[config.mk]
export PLATFORM = sky130hd
export DESIGN_NAME = hclru_cell
export DESIGN_NICKNAME = d
export VERILOG_FILES = /design/src/hclru_pkg.sv /design/src/hclru_cell.sv
export SDC_FILE = /design/constraint.sdc
export NUM_CORES = 1
export LEC_CHECK = 0
export BUFFER_PORTS_ARGS = -buffer_cell sky130_fd_sc_hd__buf_4
export CAP_MARGIN = 25
export CELL_PAD_IN_SITES_DETAIL_PLACEMENT = 0
export CELL_PAD_IN_SITES_GLOBAL_PLACEMENT = 1
export CORE_MARGIN = 2
export CORE_UTILIZATION = 35
export DETAILED_ROUTE_END_ITERATION = 16
export PLACE_DENSITY = 0.78
export SLEW_MARGIN = 20
export SYNTH_ARGS = -nofsm -noshare
export SYNTH_HDL_FRONTEND = slang
export SYNTH_SLANG_ARGS = --single-unit
export TNS_END_PERCENT = 1
[constraint.sdc]
create_clock -name i_clk -period 2.75 [get_ports i_clk]
set_clock_uncertainty 0.1 [all_clocks]
set_input_delay 0 -clock i_clk [delete_from_list [all_inputs] [get_ports i_clk]]
set_output_delay 0 -clock i_clk [all_outputs]
set_load 0.01 [all_outputs]
[src/hclru_pkg.sv]
package hclru_pkg;

    localparam int SLOT_W        = 8;
    localparam int SLOT_OUT_W    = 6;
    localparam int ANIM_W        = 11;
    localparam int STAMP_W       = 32;
    localparam int NUM_SLOTS_DEF = 40;
    localparam int MAX_ANIMS_DEF = 2048;

    localparam logic [SLOT_W-1:0]         UNMAPPED    = 8'hff;
    localparam logic signed [STAMP_W-1:0] STAMP_RESET = -32'sd2;

    typedef enum logic [2:0] {
        ST_CLEAR,
        ST_IDLE,
        ST_LOOKUP,
        ST_RANGE,
        ST_SCAN,
        ST_UNMAP,
        ST_MAP
    } t_state;

    typedef struct packed {
        logic                      live;
        logic                      has;
        logic signed [STAMP_W-1:0] stamp;
        logic [SLOT_W-1:0]         idx;
        logic [ANIM_W-1:0]         owner;
    } t_token;

    typedef struct packed {
        logic                      stamp_en;
        logic                      owner_en;
        logic [SLOT_W-1:0]         idx;
        logic signed [STAMP_W-1:0] stamp;
        logic [ANIM_W-1:0]         owner;
    } t_cell_wr;

endpackage

[src/hclru_cell.sv]
module hclru_cell #(
    parameter int CELL_IDX = 0
) (
    input  logic                               i_clk,
    input  logic                               i_rst_n,
    input  logic [hclru_pkg::SLOT_W-1:0]       i_next_slot,
    input  hclru_pkg::t_cell_wr                i_wr,
    input  hclru_pkg::t_token                  i_tok,
    output hclru_pkg::t_token                  o_tok
);

    localparam logic [hclru_pkg::SLOT_W-1:0] MY_IDX = hclru_pkg::SLOT_W'(CELL_IDX);

    logic signed [hclru_pkg::STAMP_W-1:0] r_stamp;
    logic [hclru_pkg::ANIM_W-1:0]         r_owner;
    hclru_pkg::t_token                    r_tok;
    hclru_pkg::t_token                    n_tok;
    logic                                 take;
    logic                                 sel;

    assign sel = (i_wr.idx == MY_IDX);

    // A slot wins on a strictly smaller stamp; on a tie only the next-slot
    // pointer may displace the current candidate.
    assign take = !i_tok.has || (r_stamp < i_tok.stamp) ||
                  ((r_stamp == i_tok.stamp) && (i_next_slot == MY_IDX));

    always_comb begin
        n_tok      = i_tok;
        n_tok.has  = 1'b1;
        if (take) begin
            n_tok.stamp = r_stamp;
            n_tok.idx   = MY_IDX;
            n_tok.owner = r_owner;
        end
    end

    always_ff @(posedge i_clk) begin
        if (!i_rst_n) begin
            r_stamp <= hclru_pkg::STAMP_RESET;
            r_owner <= '0;
            r_tok   <= '0;
        end else begin
            if (i_wr.stamp_en && sel) begin
                r_stamp <= i_wr.stamp;
            end
            if (i_wr.owner_en && sel) begin
                r_owner <= i_wr.owner;
            end
            r_tok <= n_tok;
        end
    end

    assign o_tok = r_tok;

endmodule

==> results.md <==
* Crit start category: primary input
* Core Rows at 40
* Distinct cell type count of the synthesized netlist at 31
* Most common cell in the netlist: nand2_1
* Iteration-0 DRC count of the detailed router at 180
* Cells on worst reg2reg path at 9
* Cells on Worst Hold Path at 1
* Max transition margin at 46.3%
* Via count of the first global-routing pass at 4244
* Clk pin slew, worst setup/hold paths at 0.06 ns
* Buffers from clock root to sink, at most at 2
* Clock latency on the worst-skew pair at 0.35 ns
* Routed Antenna Nets at 0
* PD cells at 454 mW/mm^2
* Die width at 116 um
* Port bufs at 168
* Area growth from synthesis to layout at 58.7%
* Pwr Total at 3.17 mW
* Crit path capture type: flip-flop
* Total vias in the final route at 4234
* Ys flop type: dfxtp_1
* DRT Pass-1 Iters at 5
* Total grt overflow at 0
* DRC errors left at 0
* EDFF count, synth at 0
* Mapped Cells at 516
* Fin crit share at 93.6%
* Setup TNS at 0 ns
* Initial antenna violation count at 0
* Pins Over Slew Limit at 0
* HPWL after DPL at 8670 um
* CP Class: primary input to flip-flop
* Die Footprint at 0.0135 mm^2
* Worst-margin pin slew at 0.806 ns
* Flip-flop and latch area at 0.00192 mm^2
* Post-route cell area at 0.00698 mm^2
* Commonest cells in the netlist: nand2_1 (163), dfxtp_1 (96), mux2i_1 (54)
* Vias/cell at 4.50
* Critical Path AT at 2.74 ns
* #FFs+latches synth at 96
* FILL cells at 1101
* Share of layout cells above drive strength 1 at 25.0%
* Wire per inst at 13.4 um
* Yosys warns at 0
* Minimum clock period at 2.57 ns
* Status: finished clean
* Initial core utilization at 36.2%
* Top cells by area, synth: dfxtp_1 (44%), nand2_1 (14%), mux2i_1 (12%)
* CTS tree: built
* CTS H-tree lvls at 3
* TritonCTS buffer count at 9
* GRT Total Usage at 19.1%
* P_leak at 3.69 nW
* Top cell type's share of synthesized area at 43.7%
* Synth Net Count at 664
* RSZ-0062 raised after global routing: false
* Required @ worst endpoint at 2.92 ns
* Chip Height at 116 um
* Multi-input gate area at 0.00215 mm^2
* Post-synthesis sequential area ratio at 43.7%
* Placed Area at 0.00576 mm^2
* Hold WC Path Type: primary input to flip-flop
* Worst VDD drop at 0.222 mV
* Area leader, netlist: dfxtp_1
* Final count of negative-setup-slack endpoints at 0
* Post-Synthesis Cell Area at 0.00440 mm^2
* Final Wtd Congestion at 0.760
* CP max FO at 35
* Max Cap Violations at 0
* CTS root buf: clkbuf_16
* Fin. Hold Viols at 0
* Largest net degree at the start of global routing at 87
* Final wirelength at 12600 um
* Avg Inst Size Synth at 8.52 um^2
* Max frequency at 389 MHz
* CORE AREA at 0.0122 mm^2
* First-pass GRT wire length at 19800 um
* # IOs at 169
* Layout Nets at 917
* CTS Sinks at 96
* Post-synth ARST share at 0%
-- report_power, final --
part           leakage (nW)  total (mW)  internal, mW  switching [mW]
registers             0.788        1.46          1.44          0.0172
clock network         0.126        1.12         0.627           0.497
logic                  2.78       0.579         0.344           0.235
total                  3.69        3.17          2.42           0.749
-- per-stage QoR --
stage | worst slack [ns] | hold WS, ns | instances | utilization (%)
finish | 0.177 | 0.0785 | 941 | 57.4
global route | 0.0277 | 0.119 | 940 | 57.3
global placement | 0.173 | 0.110 | 831 | 47.3
detailed placement | 0.122 | 0.115 | 831 | 47.3
floorplan | 0.482 | -0.0723 | 516 | -
CTS | 0.0753 | 0.0758 | 940 | 57.2
-- final timing paths --
check | start | endpoint | slack (ns)
max | i_tok[32] | o_tok[42]$_SDFF_PN0_ | 0.18
min | i_rst_n | o_tok[51]$_DFF_P_ | 0.08
max reg2reg | r_stamp[11]$_SDFFE_PN1P_ | o_tok[42]$_SDFF_PN0_ | 0.19
min reg2reg | r_owner[5]$_SDFFE_PN0P_ | o_tok[5]$_SDFF_PN0_ | 0.36
-- worst max-delay path: stages --
cell           delay [ns]
dlygate4sd3_1        0.56
buf_4                0.12
inv_1                0.04
ha_1                 0.30
nand4_2              0.17
nor4_4               0.36
o21ai_1              0.17
a31oi_2              0.23
nor3_1               0.10
o21ai_4              0.17
buf_12               0.27
mux2i_1              0.24
-- cells by family after synthesis --
kind of cell	after synthesis	synth area share, %
multiplexers	54	12.3
adder cells (fa/ha/maj)	32	9.11
AO/OA/AOI/OAI	30	4.41
buffers and inverters	69	7.54
flip-flops	96	43.7
AND/OR/NAND/NOR	235	22.9
-- placed cells by master, fill, tap and decap left out, drive strengths merged, types with 3 or more instances in the layout --
| cell | synthesis | layout |
|---|---|---|
| buf | 5 | 175 |
| nand2 | 163 | 163 |
| dfxtp | 96 | 96 |
| dlygate4sd3 | 0 | 95 |
| mux2i | 54 | 54 |
| inv | 41 | 41 |
| nand3 | 32 | 32 |
| ha | 32 | 32 |
| a21oi | 15 | 15 |
| nor2 | 14 | 14 |
| clkbuf | 23 | 13 |
| nor3 | 10 | 10 |
| o21ai | 8 | 8 |
| nand4 | 4 | 4 |
| nor4b | 3 | 3 |
-- state kept, by name, indices dropped and copies added, names as in the netlist --
register,count
r_owner,11
o_tok,53
r_stamp,32
-- layout make-up --
| type | count | share of cell area (%) |
|---|---|---|
| clock inverters | 1 | 0.0717 |
| clock buffers | 13 | 3.59 |
| well taps | 168 | 3.01 |
| multi-input cells | 351 | 30.8 |
| diodes | 1 | 0.0359 |
| inverters | 41 | 2.21 |
| repair buffers | 270 | 32.7 |
| flip-flops and latches | 96 | 27.5 |
-- per-layer routing --
layer / wire length [um] / GRT usage, % / vias up
li1: - / - / 2182
met5: 0 / 0 / -
met2: 6120 / 33.4 / 131
met4: 342 / 8.17 / 0
met1: 5470 / 22.4 / 1897
met3: 707 / 4.34 / 24
-- timing repair --
item                       in CTS  in global routing
hold endpoints to repair       95                  0
resized for setup               0                  2
hold buffers                   95                  0
buffers inserted                0                  0
setup endpoints to repair       0                 11
Power figures use the tool's default switching activity.
